--- src/awbg_pkg.sv ---
package awbg_pkg;

  localparam int unsigned FrameWidthDef  = 1920;
  localparam int unsigned FrameHeightDef = 1080;

  localparam int unsigned PixW   = 8;
  localparam int unsigned QuadW  = 10;
  localparam int unsigned RoiW   = 11;
  localparam int unsigned GainW  = 13;
  localparam int unsigned CfgIdxW = 3;
  localparam int unsigned RedW   = 27;
  localparam int unsigned GreenW = 28;
  localparam int unsigned BlueW  = 27;

  localparam logic [PixW-1:0]  PixelLow  = 8'd0;
  localparam logic [PixW-1:0]  PixelHigh = 8'd255;
  localparam logic [GainW-1:0] GainMax   = 13'd4096;

  localparam logic [RoiW-1:0]  RoiLeftRst   = 11'd0;
  localparam logic [RoiW-1:0]  RoiTopRst    = 11'd0;
  localparam logic [RoiW-1:0]  RoiRightRst  = 11'd1920;
  localparam logic [RoiW-1:0]  RoiBottomRst = 11'd1080;
  localparam logic [GainW-1:0] RedGainRst   = 13'd566;
  localparam logic [GainW-1:0] GreenGainRst = 13'd256;
  localparam logic [GainW-1:0] BlueGainRst  = 13'd510;

  localparam logic [CfgIdxW-1:0] RegRoiLeft   = 3'd0;
  localparam logic [CfgIdxW-1:0] RegRoiTop    = 3'd1;
  localparam logic [CfgIdxW-1:0] RegRoiRight  = 3'd2;
  localparam logic [CfgIdxW-1:0] RegRoiBottom = 3'd3;
  localparam logic [CfgIdxW-1:0] RegRedGain   = 3'd4;
  localparam logic [CfgIdxW-1:0] RegGreenGain = 3'd5;
  localparam logic [CfgIdxW-1:0] RegBlueGain  = 3'd6;

  typedef struct packed {
    logic [RoiW-1:0] left;
    logic [RoiW-1:0] top;
    logic [RoiW-1:0] right;
    logic [RoiW-1:0] bottom;
  } roi_cfg_t;

  typedef struct packed {
    logic acc;
    logic clr;
  } acc_ctrl_t;

endpackage

--- src/awbg_acc.sv ---
module awbg_acc
  import awbg_pkg::*;
#(
  parameter int unsigned FRAME_WIDTH  = FrameWidthDef,
  parameter int unsigned FRAME_HEIGHT = FrameHeightDef
) (
  input  logic              clk_i,
  input  logic              rst_ni,
  input  acc_ctrl_t         ctrl_i,
  input  roi_cfg_t          roi_i,
  input  logic [PixW-1:0]   red_i,
  input  logic [PixW-1:0]   green_row_i,
  input  logic [PixW-1:0]   green_col_i,
  input  logic [PixW-1:0]   blue_i,
  input  logic [QuadW-1:0]  quad_col_i,
  input  logic [QuadW-1:0]  quad_row_i,
  output logic [RedW-1:0]   red_total_o,
  output logic [GreenW-1:0] green_total_o,
  output logic [BlueW-1:0]  blue_total_o
);

  logic [RedW-1:0]   red_total_q, red_total_d;
  logic [GreenW-1:0] green_total_q, green_total_d;
  logic [BlueW-1:0]  blue_total_q, blue_total_d;

  logic [12:0]   px, py, x0, y0, x1, y1;
  logic          in_frame, in_roi, usable;
  logic [RedW:0]   red_add;
  logic [GreenW:0] green_add;
  logic [BlueW:0]  blue_add;

  always_comb begin
    px = {2'b0, quad_col_i, 1'b0};
    py = {2'b0, quad_row_i, 1'b0};
    x0 = {2'b0, roi_i.left[RoiW-1:1], 1'b0};
    y0 = {2'b0, roi_i.top[RoiW-1:1], 1'b0};
    x1 = {2'b0, roi_i.right} + {12'b0, roi_i.right[0]};
    y1 = {2'b0, roi_i.bottom} + {12'b0, roi_i.bottom[0]};
    in_frame = (px + 13'd2 <= 13'(FRAME_WIDTH)) && (py + 13'd2 <= 13'(FRAME_HEIGHT));
    in_roi = (px >= x0) && (px < x1) && (py >= y0) && (py < y1);
    usable = (green_row_i != PixelLow) && (green_row_i != PixelHigh);

    red_add   = {1'b0, red_total_q} + (RedW+1)'(red_i);
    green_add = {1'b0, green_total_q} + (GreenW+1)'(green_row_i)
              + (GreenW+1)'(green_col_i);
    blue_add  = {1'b0, blue_total_q} + (BlueW+1)'(blue_i);

    red_total_d   = red_total_q;
    green_total_d = green_total_q;
    blue_total_d  = blue_total_q;
    priority if (ctrl_i.clr) begin
      red_total_d   = '0;
      green_total_d = '0;
      blue_total_d  = '0;
    end else if (ctrl_i.acc && in_frame && in_roi && usable) begin
      red_total_d   = red_add[RedW] ? '1 : red_add[RedW-1:0];
      green_total_d = green_add[GreenW] ? '1 : green_add[GreenW-1:0];
      blue_total_d  = blue_add[BlueW] ? '1 : blue_add[BlueW-1:0];
    end
  end

  always_ff @(posedge clk_i or negedge rst_ni) begin
    if (!rst_ni) begin
      red_total_q   <= '0;
      green_total_q <= '0;
      blue_total_q  <= '0;
    end else begin
      red_total_q   <= red_total_d;
      green_total_q <= green_total_d;
      blue_total_q  <= blue_total_d;
    end
  end

  assign red_total_o   = red_total_q;
  assign green_total_o = green_total_q;
  assign blue_total_o  = blue_total_q;

endmodule

--- src/gray_world_awb_gain_top.sv ---
// Gray-world white balance gain computer for an RGGB Bayer quad stream.
// Input channel: one quad per transfer (four samples, quad column/row and
// end_of_frame) on in_valid_i / in_stall_o. Quads that lie in the frame and
// in the even-aligned ROI and whose row green is not 0 or 255 are summed.
// Ordinary quads are taken one per cycle.
// A quad with end_of_frame set is summed, then the block stalls its input
// while one shared 27x13 multiplier and a restoring divider work out the
// red gain and then the blue gain: per gain a numerator multiply, a
// denominator multiply, 14 divide steps and a wrap-up step; S_OUT then
// loads the result register once it is free, and the next quad is taken
// in the cycle after that load.
// Output channel: one transfer per frame on out_valid_o / out_stall_i,
// carrying both Q8 gains (clamped to 4096) and the clamp flag. A held
// result stays in the output register while the input keeps streaming;
// a second result waits until the first has been taken.
// Sums clear when the result is loaded. Reset clears the sums, the output
// register and restores the default ROI and gains. Configuration writes
// through cfg_we_i/cfg_idx_i/cfg_data_i take effect on the next cycle.
module gray_world_awb_gain_top
  import awbg_pkg::*;
#(
  parameter int unsigned FRAME_WIDTH  = FrameWidthDef,
  parameter int unsigned FRAME_HEIGHT = FrameHeightDef
) (
  input  logic               clk_i,
  input  logic               rst_ni,
  input  logic               cfg_we_i,
  input  logic [CfgIdxW-1:0] cfg_idx_i,
  input  logic [GainW-1:0]   cfg_data_i,
  input  logic               in_valid_i,
  output logic               in_stall_o,
  input  logic [PixW-1:0]    red_sample_i,
  input  logic [PixW-1:0]    green_row_sample_i,
  input  logic [PixW-1:0]    green_col_sample_i,
  input  logic [PixW-1:0]    blue_sample_i,
  input  logic [QuadW-1:0]   quad_col_i,
  input  logic [QuadW-1:0]   quad_row_i,
  input  logic               end_of_frame_i,
  output logic               out_valid_o,
  input  logic               out_stall_i,
  output logic [GainW-1:0]   new_red_gain_o,
  output logic [GainW-1:0]   new_blue_gain_o,
  output logic               clamped_o
);

  typedef enum logic [2:0] {
    S_IDLE, S_MULN, S_MULD, S_DIV, S_NEXT, S_OUT
  } state_e;

  localparam int unsigned QW   = 14;
  localparam int unsigned RemW = 48;
  localparam int unsigned DvsW = 53;
  localparam int unsigned MulW = 40;

  state_e state_q;
  logic   chan_q;
  logic [3:0] cnt_q;
  logic [RemW-1:0] rem_q;
  logic [DvsW-1:0] dvs_q;
  logic [QW-1:0]   quo_q;
  logic            dz_q;
  logic [GainW-1:0] red_res_q;
  logic             red_flag_q;

  logic             out_valid_q, clamped_q;
  logic [GainW-1:0] new_red_q, new_blue_q;

  roi_cfg_t         roi_q;
  logic [GainW-1:0] red_gain_q, green_gain_q, blue_gain_q;

  logic [RedW-1:0]   red_total;
  logic [GreenW-1:0] green_total;
  logic [BlueW-1:0]  blue_total;
  acc_ctrl_t         acc_ctrl;

  logic              in_xfer, out_free;
  logic [RedW-1:0]   mul_a;
  logic [GainW-1:0]  mul_b;
  logic [MulW-1:0]   mul_p;
  logic [DvsW-1:0]   rem_ext;
  logic              step_ge;
  logic              res_flag;
  logic [GainW-1:0]  res_gain;

  assign in_stall_o = (state_q != S_IDLE);
  assign in_xfer    = in_valid_i && !in_stall_o;
  assign out_free   = !out_valid_q || !out_stall_i;
  assign acc_ctrl.acc = in_xfer;
  assign acc_ctrl.clr = (state_q == S_OUT) && out_free;

  // shared multiplier: numerator half_green*gain, then colour*green_gain
  always_comb begin
    if (state_q == S_MULN) begin
      mul_a = green_total[GreenW-1:1];
      mul_b = chan_q ? blue_gain_q : red_gain_q;
    end else begin
      mul_a = chan_q ? blue_total : red_total;
      mul_b = green_gain_q;
    end
    mul_p = MulW'(mul_a) * MulW'(mul_b);
  end

  assign rem_ext  = DvsW'(rem_q);
  assign step_ge  = rem_ext >= dvs_q;
  assign res_flag = dz_q || (quo_q > QW'(GainMax));
  assign res_gain = res_flag ? GainMax : quo_q[GainW-1:0];

  awbg_acc #(
    .FRAME_WIDTH (FRAME_WIDTH),
    .FRAME_HEIGHT(FRAME_HEIGHT)
  ) u_acc (
    .clk_i        (clk_i),
    .rst_ni       (rst_ni),
    .ctrl_i       (acc_ctrl),
    .roi_i        (roi_q),
    .red_i        (red_sample_i),
    .green_row_i  (green_row_sample_i),
    .green_col_i  (green_col_sample_i),
    .blue_i       (blue_sample_i),
    .quad_col_i   (quad_col_i),
    .quad_row_i   (quad_row_i),
    .red_total_o  (red_total),
    .green_total_o(green_total),
    .blue_total_o (blue_total)
  );

  always_ff @(posedge clk_i or negedge rst_ni) begin
    if (!rst_ni) begin
      roi_q.left   <= RoiLeftRst;
      roi_q.top    <= RoiTopRst;
      roi_q.right  <= RoiRightRst;
      roi_q.bottom <= RoiBottomRst;
      red_gain_q   <= RedGainRst;
      green_gain_q <= GreenGainRst;
      blue_gain_q  <= BlueGainRst;
    end else if (cfg_we_i) begin
      unique case (cfg_idx_i)
        RegRoiLeft:   roi_q.left   <= cfg_data_i[RoiW-1:0];
        RegRoiTop:    roi_q.top    <= cfg_data_i[RoiW-1:0];
        RegRoiRight:  roi_q.right  <= cfg_data_i[RoiW-1:0];
        RegRoiBottom: roi_q.bottom <= cfg_data_i[RoiW-1:0];
        RegRedGain:   red_gain_q   <= cfg_data_i;
        RegGreenGain: green_gain_q <= cfg_data_i;
        RegBlueGain:  blue_gain_q  <= cfg_data_i;
        default: ;
      endcase
    end
  end

  always_ff @(posedge clk_i or negedge rst_ni) begin
    if (!rst_ni) begin
      state_q     <= S_IDLE;
      chan_q      <= 1'b0;
      cnt_q       <= '0;
      rem_q       <= '0;
      dvs_q       <= '0;
      quo_q       <= '0;
      dz_q        <= 1'b0;
      red_res_q   <= '0;
      red_flag_q  <= 1'b0;
      out_valid_q <= 1'b0;
      clamped_q   <= 1'b0;
      new_red_q   <= '0;
      new_blue_q  <= '0;
    end else begin
      if ((state_q == S_OUT) && out_free) begin
        out_valid_q <= 1'b1;
      end else if (!out_stall_i) begin
        out_valid_q <= 1'b0;
      end
      unique case (state_q)
        S_IDLE: begin
          if (in_xfer && end_of_frame_i) begin
            chan_q  <= 1'b0;
            state_q <= S_MULN;
          end
        end
        S_MULN: begin
          rem_q   <= {mul_p, 8'b0};
          state_q <= S_MULD;
        end
        S_MULD: begin
          dvs_q   <= {mul_p, 13'b0};
          dz_q    <= (mul_p == '0);
          quo_q   <= '0;
          cnt_q   <= '0;
          state_q <= S_DIV;
        end
        S_DIV: begin
          if (step_ge) begin
            rem_q <= RemW'(rem_ext - dvs_q);
          end
          quo_q <= {quo_q[QW-2:0], step_ge};
          dvs_q <= dvs_q >> 1;
          cnt_q <= cnt_q + 4'd1;
          if (cnt_q == 4'(QW - 1)) begin
            state_q <= S_NEXT;
          end
        end
        S_NEXT: begin
          if (!chan_q) begin
            red_res_q  <= res_gain;
            red_flag_q <= res_flag;
            chan_q     <= 1'b1;
            state_q    <= S_MULN;
          end else begin
            state_q    <= S_OUT;
          end
        end
        S_OUT: begin
          if (out_free) begin
            new_blue_q <= res_gain;
            clamped_q  <= res_flag || red_flag_q;
            new_red_q  <= red_res_q;
            state_q    <= S_IDLE;
          end
        end
        default: state_q <= S_IDLE;
      endcase
    end
  end

  assign out_valid_o     = out_valid_q;
  assign new_red_gain_o  = new_red_q;
  assign new_blue_gain_o = new_blue_q;
  assign clamped_o       = clamped_q;

`ifndef SYNTHESIS
  a_gain_range: assert property (@(posedge clk_i) disable iff (!rst_ni)
    out_valid_o |-> (new_red_gain_o <= GainMax) && (new_blue_gain_o <= GainMax))
    else $error("gain above limit");
  a_clamp_value: assert property (@(posedge clk_i) disable iff (!rst_ni)
    out_valid_o && clamped_o |-> (new_red_gain_o == GainMax) || (new_blue_gain_o == GainMax))
    else $error("clamp flag without clamped gain");
  a_eof_stall: assert property (@(posedge clk_i) disable iff (!rst_ni)
    in_xfer && end_of_frame_i |=> in_stall_o)
    else $error("end of frame did not start the gain sequence");
  a_div_count: assert property (@(posedge clk_i) disable iff (!rst_ni)
    state_q == S_DIV |-> cnt_q < 4'(QW))
    else $error("divide step count overrun");
  a_clear_once: assert property (@(posedge clk_i) disable iff (!rst_ni)
    acc_ctrl.clr |=> !in_stall_o && out_valid_o)
    else $error("sum clear without result load");
`endif

endmodule

--- config.mk ---
export PLATFORM = sky130hd
export DESIGN_NAME = gray_world_awb_gain_top
export DESIGN_NICKNAME = d
export VERILOG_FILES = /design/src/awbg_pkg.sv /design/src/awbg_acc.sv /design/src/gray_world_awb_gain_top.sv
export SDC_FILE = /design/constraint.sdc
export NUM_CORES = 2
export LEC_CHECK = 0
export ABC_CLOCK_PERIOD_IN_PS = 20200
export BUFFER_PORTS_ARGS = -buffer_cell sky130_fd_sc_hd__buf_2
export CAP_MARGIN = 20
export CORE_MARGIN = 3
export CORE_UTILIZATION = 30
export CTS_CLUSTER_DIAMETER = 150
export DETAILED_ROUTE_END_ITERATION = 12
export PLACE_DENSITY = 0.52
export REMOVE_ABC_BUFFERS = 1
export SLEW_MARGIN = 20
export SYNTH_ARGS = -nofsm -noshare
export SYNTH_HDL_FRONTEND = slang
export SYNTH_SLANG_ARGS = --single-unit
--- constraint.sdc ---
create_clock -name clk_i -period 20.2 [get_ports clk_i]
set_input_delay 3.03 -clock clk_i [delete_from_list [all_inputs] [get_ports clk_i]]
set_output_delay 3.03 -clock clk_i [all_outputs]
set_load 0.1 [all_outputs]
==> results_dict.tcl <==
set metrics [dict create \
    hp-class "reg2reg" \
    rsz0062_at_grt "false" \
    max_freq_mhz 106 \
    dr.pass1.iters 6 \
    drc_errors 0 \
    cp_slowest_cell "dfrtp_2" \
    synthesis.instances 3734 \
    leakage_nw 16.7 \
    layout-drive-gt1-share_pct 9.63 \
    antenna_found_initial 5 \
    ys.flop_type "dfrtp_1" \
    slew_headroom_pct 28.7 \
    maxCapViolations 0 \
    power_mw 3.93 \
    ioPinCount 103 \
    setup_viol 0 \
    clock_path_buffers 3 \
    setup_tns_ps 0 \
    cpLargestDelayFamily "adder cells" \
    netlist-cell-type-count 99 \
    vias 26300 \
    synth.ff_latch_count 329 \
    cp-start-kind "flop" \
    gp_congestion 0.880 \
    fillers 10900 \
    drtIter0Drc 2050 \
    crit_fanout 91 \
    nNetsFinal 4306 \
    core-area_mm2 0.104 \
    endpoint_kind "flop" \
    seq_area_frac_synth_pct 25.9 \
    arrival_ps 9970 \
    period_share_pct 46.9 \
    cts_sinks 329 \
    cts-buffers-inserted 43 \
    h-tree-depth 2 \
    finalMaxSlewViolations 0 \
    wl_per_cell_um 18.1 \
    cpPeakStageDelay_ps 900 \
    clkLatencyLatePin_ps 610 \
    cts_setup_buffers 0 \
    io_buffer_count 102 \
    die_h_um 332 \
    syn_avg_cell_area_um2 8.53 \
    synth_area_leaders "dfrtp_1, fa_1, ha_1" \
    cts_resized 0 \
    place_ws_ps 10920 \
    cp_data_required_time_ps 20700 \
    grt_pass1_vias 26700 \
    wl_um 93600 \
    yosysTopAreaCell "dfrtp_1" \
    cts_tree "built" \
    outcome "finished clean" \
    dieArea_mm2 0.110 \
    power_density_mw_per_mm2 112 \
    syn2layout_area_growth_pct 10.7 \
    cpMostUsedCell "fa_1" \
    synth_area_mm2 0.0318 \
    grt_max_degree 156 \
    peakVddDrop_mv 0.168 \
    crit_type "reg2reg" \
    start_util_pct 30.5 \
    grt_pass1_wl_um 152000 \
    worst-path-buf-inv 5 \
    fin_ws_ps 10740 \
    holdBufCountCts 0 \
    die_w_um 332 \
    fp-row-count 118 \
    fin_skew_ps 28.6 \
    report.final.hold_viol_count 0 \
    grtUsageTotal_pct 17.2 \
    root_buffer "clkbuf_16" \
    tightest_slew_ps 1070 \
    ant_nets 0 \
    hold_slack_ps 466 \
    yosys.area.top_type_share_pct 24.1 \
    synth-edff-count 0 \
    async_reset_ff_share_pct 100 \
    avgViaCountPerCell 5.09 \
    yosysWarningCount 0 \
    clk_pin_slew_ps 60 \
    min_period_ps 9460 \
    hpwl_um 71200 \
    grt-ovfl-total 0 \
]
[registers in the layout, summed over array words and instances, names as in the netlist, 3 cells and up]
signal               count
red_res_q               13
cnt_q                    4
u_acc.green_total_o     28
dvs_q                   53
u_acc.blue_total_o      27
rem_q                   48
red_gain_q              13
roi_q                   42
blue_gain_q             13
u_acc.red_total_o       27
new_red_gain_o          13
quo_q                   14
green_gain_q            13
state_q                  3
new_blue_gain_o         13
[layout by cell type, fill, tap and decap left out, drive strengths merged, types with 65 or more instances in the layout]
master	n
nand2	541
inv	474
nor2	315
dfrtp	307
fa	287
o21ai	228
a21oi	222
ha	201
buf	141
nand3	101
a21o	76
mux2	65
[kinds of logic (layout without fill, tap and decap cells)]
family | Yosys count | count (layout) | share of synthesized area [%]
and+or+nand+nor | 1257 | 1257 | 17.8
other | 0 | 1 | 0
xor gates and xnor gates | 93 | 93 | 2.56
buffers and inverters | 646 | 691 | 7.96
AOI/OAI and AO/OA | 802 | 802 | 15.8
muxes | 119 | 119 | 4.00
adders and majority gates | 488 | 488 | 25.9
DFF | 329 | 329 | 25.9
[final cells by class]
type | instances | area, um^2 | share of cell area [%]
Clock inverter | 26 | 310 | 0.881
Sequential cell | 329 | 8260 | 23.5
Inverter | 470 | 1760 | 5.01
Antenna cell | 1 | 2.50 | 0.00710
Multi-Input combinational cell | 2759 | 21100 | 60.0
Clock buffer | 54 | 1180 | 3.34
Timing Repair Buffer | 141 | 846 | 2.40
Tap cell | 1380 | 1730 | 4.90
[per-layer routing]
layer  share of wire, %  GRT usage (%)  vias to the layer above
met2                 46           28.0                      623
met4                2.8           4.82                        2
met5              0.012              0                        -
li1                   -              -                    12500
met1                 46           23.8                    13000
met3                4.8           2.22                      136
[per-stage QoR]
| step | utilization [%] | instance area [um^2] | instances |
|---|---|---|---|
| after floorplan | - | 31100 | 3558 |
| after global placement | 32.3 | 33700 | 5077 |
| after detailed placement | 32.3 | 33700 | 5078 |
| after CTS | 33.7 | 35200 | 5158 |
| after global routing | 33.7 | 35200 | 5159 |
| final | 33.7 | 35200 | 5160 |
[where the power goes]
part	internal (mW)	total, mW	leakage (nW)	switching, mW
clock	0.483	0.816	0.730	0.332
combinational	0.785	2.17	11.7	1.39
sequential	0.829	0.946	4.23	0.117
total	2.10	3.93	16.7	1.84
[tightest hold or removal path, delay by kind of cell (launching register included)]
| family | cells | cell delay [ps] |
|---|---|---|
| flops | 1 | 330 |
| simple gates | 2 | 100 |
[cells in the mapped netlist (all sizes together), types with 39 or more instances]
master    n
inv     470
a211oi   44
nor2    315
a21o     76
a31oi    45
xnor2    51
nand4    43
and2     41
fa      287
nand3   101
mux2i    54
o21ai   228
o21a     39
mux2     65
xor2     42
buf      45
nand2   541
nor3     63
dfrtp   307
clkbuf  131
a21oi   222
ha      201
[path summary, 6_finish.rpt]
check	start	end	slack, ps	cells past startpoint
worst max register to register	state_q[0]	dz_q	10740	25
min in group asynchronous	rst_ni	u_acc.green_total_o[1]	2420	1
worst min register to register	new_red_gain_o[7]	new_red_gain_o[7]	470	2
worst min-delay path	new_red_gain_o[7]	new_red_gain_o[7]	470	2
worst max-delay path	state_q[0]	dz_q	10740	25
max in group asynchronous	rst_ni	roi_q[14]	16380	2
Note: power is estimated with default switching activity, not from simulation.
